[config.mk]
export PLATFORM = sky130hd
export DESIGN_NAME = suwf_scan
export DESIGN_NICKNAME = d
export VERILOG_FILES = /design/src/hdl/suwf_pkg.sv /design/src/hdl/suwf_scan.sv
export SDC_FILE = /design/constraint.sdc
export NUM_CORES = 1
export LEC_CHECK = 0
export BUFFER_PORTS_ARGS = -buffer_cell sky130_fd_sc_hd__buf_2
export CORE_UTILIZATION = 50
export DETAILED_ROUTE_END_ITERATION = 8
export MAX_ROUTING_LAYER = met4
export PLACE_DENSITY = 0.65
export RECOVER_POWER = 100
export SYNTH_ARGS = -nofsm -noshare
export SYNTH_HDL_FRONTEND = slang
export SYNTH_SLANG_ARGS = --single-unit
export TNS_END_PERCENT = 20
[constraint.sdc]
create_clock -name i_clk -period 4.2 [get_ports i_clk]
set_input_delay 0.84 -clock i_clk [delete_from_list [all_inputs] [get_ports i_clk]]
set_output_delay 0.84 -clock i_clk [all_outputs]
set_load 0.005 [all_outputs]
[src/hdl/suwf_pkg.sv]
// ----------------------------------------------------------------------------
// suwf_pkg
// Shared widths, defaults and the scan status type of the window finder.
// ----------------------------------------------------------------------------
`default_nettype none

package suwf_pkg;

    localparam int IN_VALUE_W     = 32;
    localparam int OUT_IDX_W      = 10;
    localparam int DEF_MAX_LEN    = 1024;
    localparam int DEF_DATA_WIDTH = 32;

    typedef struct packed {
        logic                 done;
        logic                 found;
        logic [OUT_IDX_W-1:0] left_index;
        logic [OUT_IDX_W-1:0] right_index;
    } t_scan_status;

endpackage

`default_nettype wire

[src/hdl/suwf_scan.sv]
// ----------------------------------------------------------------------------
// suwf_scan
// Scan sequencer: streams stored keys through the RAM read port over up to five
// passes (first descent, last descent, min/max, left and right widening).
// ----------------------------------------------------------------------------
`default_nettype none

module suwf_scan #(
    parameter int MAX_LEN    = suwf_pkg::DEF_MAX_LEN,
    parameter int DATA_WIDTH = suwf_pkg::DEF_DATA_WIDTH
) (
    input  wire logic                             i_clk,
    input  wire logic                             i_rst_n,
    input  wire logic                             i_start,
    input  wire logic [$clog2(MAX_LEN+1)-1:0]     i_n,
    output logic                                  o_rd_en,
    output logic      [$clog2(MAX_LEN)-1:0]       o_rd_addr,
    input  wire logic [DATA_WIDTH-1:0]            i_rd_data,
    output suwf_pkg::t_scan_status                o_status
);
    import suwf_pkg::*;

    localparam int AW     = $clog2(MAX_LEN);
    localparam int CNT_W  = $clog2(MAX_LEN + 1);
    localparam int WIDE_W = (AW > OUT_IDX_W) ? AW : OUT_IDX_W;

    typedef enum logic [5:0] {
        SC_IDLE   = 6'b000001,
        SC_FWD    = 6'b000010,
        SC_BWD    = 6'b000100,
        SC_MINMAX = 6'b001000,
        SC_EXTL   = 6'b010000,
        SC_EXTR   = 6'b100000
    } t_scan_state;

    t_scan_state            r_state, n_state;
    logic [AW-1:0]          r_ptr, n_ptr;
    logic                   r_more, n_more;
    logic                   r_v, n_v;
    logic [AW-1:0]          r_vaddr, n_vaddr;
    logic [AW-1:0]          r_last, n_last;
    logic [AW-1:0]          r_left, n_left;
    logic [AW-1:0]          r_right, n_right;
    logic [DATA_WIDTH-1:0]  r_prev, n_prev;
    logic [DATA_WIDTH-1:0]  r_min, n_min;
    logic [DATA_WIDTH-1:0]  r_max, n_max;
    logic                   r_done, n_done;
    logic                   r_found, n_found;
    logic [OUT_IDX_W-1:0]   r_lo, n_lo;
    logic [OUT_IDX_W-1:0]   r_ro, n_ro;

    logic                   issue;
    logic                   jump;
    logic                   up_dir;
    logic [DATA_WIDTH-1:0]  key;
    logic [DATA_WIDTH-1:0]  mn;
    logic [DATA_WIDTH-1:0]  mx;
    logic [WIDE_W-1:0]      w_left;
    logic [WIDE_W-1:0]      w_idx;

    assign key    = i_rd_data;
    assign issue  = r_more && (r_state != SC_IDLE);
    assign up_dir = r_state inside {SC_FWD, SC_MINMAX, SC_EXTL};
    assign mn     = (key < r_min) ? key : r_min;
    assign mx     = (key > r_max) ? key : r_max;
    assign w_left = WIDE_W'(r_left);
    assign w_idx  = WIDE_W'(r_vaddr);

    always_comb begin
        n_state = r_state;
        n_ptr   = r_ptr;
        n_more  = r_more;
        n_v     = 1'b0;
        n_vaddr = r_ptr;
        n_last  = r_last;
        n_left  = r_left;
        n_right = r_right;
        n_prev  = r_prev;
        n_min   = r_min;
        n_max   = r_max;
        n_done  = 1'b0;
        n_found = r_found;
        n_lo    = r_lo;
        n_ro    = r_ro;
        jump    = 1'b0;

        case (r_state)
            SC_IDLE: begin
                if (i_start) begin
                    n_found = 1'b0;
                    n_lo    = '0;
                    n_ro    = '0;
                    if (i_n < CNT_W'(2)) begin
                        n_done = 1'b1;
                    end else begin
                        n_state = SC_FWD;
                        n_ptr   = '0;
                        n_more  = 1'b1;
                        n_last  = AW'(i_n - CNT_W'(1));
                    end
                end
            end
            SC_FWD: begin
                if (r_v) begin
                    n_prev = key;
                    if (r_vaddr != '0 && key < r_prev) begin
                        n_left  = r_vaddr - AW'(1);
                        n_state = SC_BWD;
                        n_ptr   = r_last;
                        n_more  = 1'b1;
                        jump    = 1'b1;
                    end else if (r_vaddr == r_last) begin
                        n_state = SC_IDLE;
                        n_more  = 1'b0;
                        n_done  = 1'b1;
                        jump    = 1'b1;
                    end
                end
            end
            SC_BWD: begin
                if (r_v) begin
                    n_prev = key;
                    if (r_vaddr != r_last && key > r_prev) begin
                        n_right = r_vaddr + AW'(1);
                        n_state = SC_MINMAX;
                        n_ptr   = r_left;
                        n_more  = 1'b1;
                        n_min   = '1;
                        n_max   = '0;
                        jump    = 1'b1;
                    end
                end
            end
            SC_MINMAX: begin
                if (r_v) begin
                    n_min = mn;
                    n_max = mx;
                    if (r_vaddr == r_right) begin
                        n_state = SC_EXTL;
                        n_ptr   = '0;
                        n_more  = 1'b1;
                        jump    = 1'b1;
                    end
                end
            end
            SC_EXTL: begin
                if (r_v && key > r_min) begin
                    n_left  = r_vaddr;
                    n_state = SC_EXTR;
                    n_ptr   = r_last;
                    n_more  = 1'b1;
                    jump    = 1'b1;
                end
            end
            SC_EXTR: begin
                if (r_v && key < r_max) begin
                    n_right = r_vaddr;
                    n_state = SC_IDLE;
                    n_more  = 1'b0;
                    n_done  = 1'b1;
                    n_found = 1'b1;
                    n_lo    = w_left[OUT_IDX_W-1:0];
                    n_ro    = w_idx[OUT_IDX_W-1:0];
                    jump    = 1'b1;
                end
            end
            default: begin
                n_state = SC_IDLE;
                n_more  = 1'b0;
            end
        endcase

        if (!jump && issue) begin
            n_v     = 1'b1;
            n_vaddr = r_ptr;
            if (up_dir) begin
                if (r_ptr == r_last) begin
                    n_more = 1'b0;
                end else begin
                    n_ptr = r_ptr + AW'(1);
                end
            end else begin
                if (r_ptr == '0) begin
                    n_more = 1'b0;
                end else begin
                    n_ptr = r_ptr - AW'(1);
                end
            end
        end
    end

    always_ff @(posedge i_clk) begin
        if (!i_rst_n) begin
            r_state <= SC_IDLE;
            r_more  <= 1'b0;
            r_v     <= 1'b0;
            r_done  <= 1'b0;
            r_found <= 1'b0;
            r_lo    <= '0;
            r_ro    <= '0;
            r_left  <= '0;
            r_right <= '0;
            r_min   <= '1;
            r_max   <= '0;
        end else begin
            r_state <= n_state;
            r_more  <= n_more;
            r_v     <= n_v;
            r_done  <= n_done;
            r_found <= n_found;
            r_lo    <= n_lo;
            r_ro    <= n_ro;
            r_left  <= n_left;
            r_right <= n_right;
            r_min   <= n_min;
            r_max   <= n_max;
        end
    end

    always_ff @(posedge i_clk) begin
        r_ptr   <= n_ptr;
        r_vaddr <= n_vaddr;
        r_last  <= n_last;
        r_prev  <= n_prev;
    end

    assign o_rd_en               = issue;
    assign o_rd_addr             = r_ptr;
    assign o_status.done         = r_done;
    assign o_status.found        = r_found;
    assign o_status.left_index   = r_lo;
    assign o_status.right_index  = r_ro;

`ifndef SYNTHESIS
    a_read_in_range: assert property (@(posedge i_clk) disable iff (!i_rst_n)
        o_rd_en |-> o_rd_addr <= r_last)
        else $error("read beyond the stored sequence");
    a_done_pulse: assert property (@(posedge i_clk) disable iff (!i_rst_n)
        r_done |=> !r_done)
        else $error("done held longer than one cycle");
    a_window_order: assert property (@(posedge i_clk) disable iff (!i_rst_n)
        (r_done && r_found) |-> r_left <= r_right)
        else $error("window left above right");
    a_sorted_zero: assert property (@(posedge i_clk) disable iff (!i_rst_n)
        (r_done && !r_found) |-> (r_lo == '0 && r_ro == '0))
        else $error("sorted result with nonzero indices");
    a_done_idle: assert property (@(posedge i_clk) disable iff (!i_rst_n)
        r_done |-> (r_state == SC_IDLE && !r_v))
        else $error("done while scan still active");
`endif

endmodule

`default_nettype wire

## Word-level counts from Yosys, hierarchy flattened

Cells that the tools add are included.

| storage, ports and cells | value |
|---|---|
| bits in registers | 176 |
| input port bits | 46 |
| logic and storage cells | 158 |

| cells by class | value |
|---|---|
| $add $sub $neg | 5 |
| magnitude comparators | 7 |
| eq/ne operators | 24 |
| mux-type cells | 83 |
| bitwise operators | 1 |
| reduce and logical (&&, ||, !) cells | 23 |

Operators by type and width:

| kind | count |
|---|---|
| 32-bit two-way mux | 8 |
| 10-bit two-way mux | 21 |
| 32-bit case mux with 2 select lines | 2 |
| 32-bit greater-than comparator | 3 |
| 32-bit less-than comparator | 3 |
| 10-bit case mux with 2 select lines | 4 |
| 6-bit two-way mux | 11 |
| 10-bit case mux with 5 select lines | 1 |
| 6-bit case mux with 6 select lines | 1 |
| 1-bit two-way mux | 31 |
| 10-bit equality test | 3 |
| 10-bit by 1-bit subtractor with 10-bit output, second input constant | 3 |
| 10-bit by 1-bit adder with 10-bit output, second input constant | 2 |
| 2-bit != test, second input constant | 7 |
| 11-bit by 2-bit less-than comparator with 1-bit output, second input constant | 1 |
| 10-bit logical NOT | 1 |
| 10-bit != test | 1 |
| 2-bit by 1-bit != test with 1-bit output, second input constant | 5 |
| 10-bit AND reduction | 1 |
| 5-bit AND reduction | 2 |
| 10-bit nonzero test | 1 |
| 4-bit AND reduction | 2 |
| 2-bit nonzero test | 4 |
| 6-bit by 1-bit equality test with 1-bit output, second input constant | 1 |
| other kinds (18) | 24 |

## Logic depth before layout (Yosys ltp)

| depth | value |
|---|---|
| depth after elaboration | 8 |
| mapped depth | 13 |

## Worst setup path after synthesis

Ideal clock, no wire load.

| path | value |
|---|---|
| path kind | input port to flip-flop |
| from | in i_rd_data[30] |
| to | reg r_ptr[1] (netlist: o_rd_addr[1]) |
| setup time | 0.115 ns |
| arrival time | 3.407 ns |
| required time | 4.085 ns |
| slack | 0.677 ns |
| cell stages on the path | 10 |
| cell sequence | ha_1 > nand4_2 > or4_1 > a31oi_2 > o211ai_2 > a2111oi_4 > nand2_4 > a222oi_1 > a21oi_1 > and3_1 |

| between the ends | value |
|---|---|
| longest elaborated chain between the ends | 8 |
| elaborated cells on any way between the ends | 27 |

Ends and longest elaborated chain:

| what | RTL line | text |
|---|---|---|
| start: declaration | suwf_scan.sv:18 | `input wire logic [DATA_WIDTH-1:0] i_rd_data,` |
| 32-bit greater-than comparator / 32-bit less-than comparator (equally long branches) | suwf_scan.sv:123, suwf_scan.sv:106 |  |
| 1-bit logical AND (on tied branches) | suwf_scan.sv:123, suwf_scan.sv:106 |  |
| 10-bit two-way mux (tied with other cells) | suwf_scan.sv:123 | `if (r_vaddr != r_last && key > r_prev) begin` |
| 10-bit two-way mux (tied with other cells) | suwf_scan.sv:121 | `if (r_v) begin` |
| 10-bit case mux with 5 select lines / 1-bit case mux with 5 select lines (equally long branches) | suwf_scan.sv:87 | `case (r_state)` |
| 10-bit two-way mux (tied with other cells) | suwf_scan.sv:183 | `if (r_ptr == '0) begin` |
| 10-bit two-way mux / 1-bit logical AND (equally long branches) | suwf_scan.sv:176, suwf_scan.sv:173 |  |
| 10-bit two-way mux (*) | suwf_scan.sv:173 | `if (!jump && issue) begin` |
| named net n_ptr[1] | suwf_scan.sv:37 | `logic [AW-1:0] r_ptr, n_ptr;` |
| end signal: assignment | suwf_scan.sv:221 | `r_ptr <= n_ptr;` |
| end: declaration | suwf_scan.sv:37 |  |

Mark *: on every way through the listed nets, which the timed path passes. The rest lies on a longest branch.
A chain may end at the register's enable or synchronous reset.

## Worst setup path after layout

| path | value |
|---|---|
| from | in i_rd_data[17] |
| to | reg r_right[4] |

| between the ends | value |
|---|---|
| longest elaborated chain between the ends | 4 |
| elaborated cells on any way between the ends | 7 |

Ends and longest elaborated chain:

| what | RTL line | text |
|---|---|---|
| 32-bit less-than comparator / 32-bit greater-than comparator (equally long branches) | suwf_scan.sv:156, suwf_scan.sv:123 |  |
| 1-bit logical AND (on tied branches) | suwf_scan.sv:156, suwf_scan.sv:123 |  |
| 2-bit != test (no line) | - |  |
| 4-bit AND reduction (no line) (*) | - |  |
| end signal: assignment | suwf_scan.sv:214 | `r_right <= n_right;` |
| end: declaration | suwf_scan.sv:43 | `logic [AW-1:0] r_right, n_right;` |

Mark *: on every way between the ends. The rest lies on a longest branch, timed or not.

==> summary.md <==
| Metric | Value |
|---|---|
| Least-Margin Pin Slew | 2.22 ns |
| PD cells | 394 nW/um2 |
| Register bit total from synthesis | ~180 |
| Synth-to-layout area growth | 11.0% |
| Final Max Slew Viols | 19 |
| Initial drt markers | 784 |
| CTS sink count | 176 |
| Gpl congestion | 0.922 |
| TritonCTS clock tree | done |
| Max frequency | approximately 0.26 GHz |
| Fin util | 56.6% |
| Leakage | around 4.8 nW |
| Max-slew headroom | -48.0% |
| Fin crit share | 91.6% |
| Die ar. | between 20000 and 25000 um2 |
| Fin Setup TNS | 0 ns |
| Critical Path Source Type | input pin |
| GRT met2 Usage | 41.6% |
| Register area | between 3000 and 4000 um2 |
| Post-synth top area share | a little over a quarter |
| Initial Util | 51.0% |
| Nets | about 1400 |
| Fillers | roughly 1900 |
| DRT antenna net count | 0 |
| Critical Path RT | 4.52 ns |
| Worst vdd ir | 0.296 mV |
| Drt pass-1 iters | 9 |
| Die H | 146 um |
| Number of global-route vias before repair | 8514 |
| Leading cell types in the layout, fill and taps excluded | dfxtp_1, nor2_1, nand2_1 |
| Status | finished, violations left |
| N_diodes | 0 |
| Met1 Use GR | between 30% and 40% |
| Num CTS Buffers | 17 |
| # Post-CTS Setup Buffers | 0 |
| Clock Skews | around 0.013 ns |
| Post-synth top area cell | dfxtp_1 |
| EDFF count, synth | 42 |
| Mapped Cells | 1233 |
| Core Footprint | between 20000 and 25000 um2 |
| Fin crit period | between 3 and 4 ns |
| Die width | 146 um |
| CTS max path bufs | 2 |
| Root Buffer | clkbuf_16 |
| IO Pins | 79 |
| Arrival time worst endpoint | 4.17 ns |
| # hold bufs at CTS | 0 |
| Input/output buffers | 78 |
| Gr ovfl total | 0 |
| Row Count | 52 |
| Yosys warns | 0 |
| First-pass GRT wire length | 43200 um |
| Kind of critical path | input pin to register |
| Vias per inst | approximately 5.7 |
| Endpoints failing setup | 0 |
| Routed wire length | 26100 um |
| Largest net degree at the start of global routing | 53 |
| Post-synth net total | between 1000 and 1500 |
| Overall Global Routing Usage | 26.2% |
| Mapped Area | around 10000 um2 |
| Clock latency at the later pin of the worst-skew pair | 0.44 ns |
| Most Crowded Layer GR | met2 |
| CTS clock-pin slew for the worst setup and hold paths | 0.07 ns |
| H-tree depth | 4 |
| Most common flop cell mapped by yosys | dfxtp_1 |
| Final Hold Vio Count | 0 |
| Most common cell after layout, fill and taps aside | dfxtp_1 |
| Maxcap violations | 1 |
| Worst Hold Class | register to register |
| Met3 usage | 4.14% |
| CP Max Fanout | 20 |
| Post-CTS Resized | 0 |
| Top post-synthesis cells by area | dfxtp_1, ha_1, edfxtp_1 |
| Post-synth cell types | 76 |
| Async set or reset register ratio after synthesis | 0% |
| Setup crit end kind | register |
| Drt drc | 1 |
| Vias | 8985 |
| DP HPWL | 18500 um |
| Failing checks | DRC, capacitance limit, slew limit |
| Share of layout cells above drive strength 1 | under 10% |
| Routed len/inst | around 17 um |
| RSZ-0062 raised after global routing | no |
| Initial antenna violation count | 0 |
| Mean area per synthesized cell | 8.36 um2 |
| Sequential area share after synthesis | about two fifths |
| Multi-input gate area | 5650 um2 |
## area by class of cell
class	instances	share of cell area [%]
Clock buffer	17	3.72
Clock inverter	15	1.25
Multi-Input combinational cell	878	49.4
Inverter	112	3.67
Tap cell	270	2.95
Timing Repair Buffer	105	4.60
Sequential cell	176	34.4
## flip-flops by register name (all words and copies together), names as in the netlist, 6 cells and up
register	cells
r_lo	10
r_vaddr	10
r_right	10
r_max	32
r_prev	32
r_left	10
r_ro	10
r_state	6
o_rd_addr	10
r_last	10
r_min	32
## critical path: stages
cell and delay, ns:
clkbuf_1 0.25, ha_1 0.31, a21o_1 0.16, a21o_1 0.18
a2111oi_0 0.53, buf_4 0.20, o22ai_1 0.15, nor4_2 0.30
clkbuf_1 0.22, or2_0 0.74, nand2_1 0.10, o21ai_0 0.12
nor2_1 0.06
## final timing paths
path                                 from                      end  slack (ns)  depth (start not counted)
setup / recovery            i_rd_data[17]  r_right[4]$_SDFFE_PN0P_        0.35                         13
hold / removal     r_max[27]$_SDFFE_PN0P_   r_max[27]$_SDFFE_PN0P_        0.45                          2
setup reg to reg  r_state[0]$_SDFFE_PN1P_      r_prev[3]$_DFFE_PP_        0.48                          4
hold reg to reg    r_max[27]$_SDFFE_PN0P_   r_max[27]$_SDFFE_PN0P_        0.45                          2
## through the flow
step | area [um2] | setup slack, ns | hold WS, ns | total power, mW | instances
6_report | 11400 | 0.351 | 0.451 | 4.52 | 1573
5_1_grt | 11400 | 0.150 | 0.468 | 4.76 | 1573
4_1_cts | 11500 | 0.604 | 0.453 | 4.54 | 1573
3_5_place_dp | 11000 | 0.147 | 0.443 | 2.99 | 1541
3_3_place_gp | 11000 | 0.234 | 0.439 | 2.98 | 1541
2_1_floorplan | 10300 | 0.677 | 0.366 | 2.69 | 1233
## synthesized netlist by cell type, drive strengths merged (8+ instances only)
library cell and n:
a211oi 12, a21oi 111, a222oi 8, buf 19
clkbuf 48, dfxtp 134, edfxtp 42, ha 102
inv 112, nand2 114, nand3 53, nand3b 15
nand4 33, nor2 120, nor3 47, nor4 16
o21ai 72, o22ai 8, xnor2 35, xor2 23
## routing by layer
layer	part of all wire (%)	wire length (um)
met1	47	12200
met3	5.3	1380
met4	2.3	612
met2	46	11900
met5	0	0
## cells by family after synthesis
group	Yosys count	share of synthesized area, %
buf+inv	179	7.12
fa+ha+maj	102	12.4
mux	5	0.619
simple gates	444	20.8
flops	176	38.2
compound gates	269	16.0
xor+xnor	58	4.93
## report_power, final
group / internal, mW / switching [mW] / leakage, nW / total [mW]
combinational: 0.439 / 0.612 / 3.02 / 1.05
clock: 0.790 / 0.757 / 0.284 / 1.55
sequential: 1.79 / 0.130 / 1.46 / 1.92
total: 3.02 / 1.50 / 4.77 / 4.52
Power figures use the tool's default switching activity.
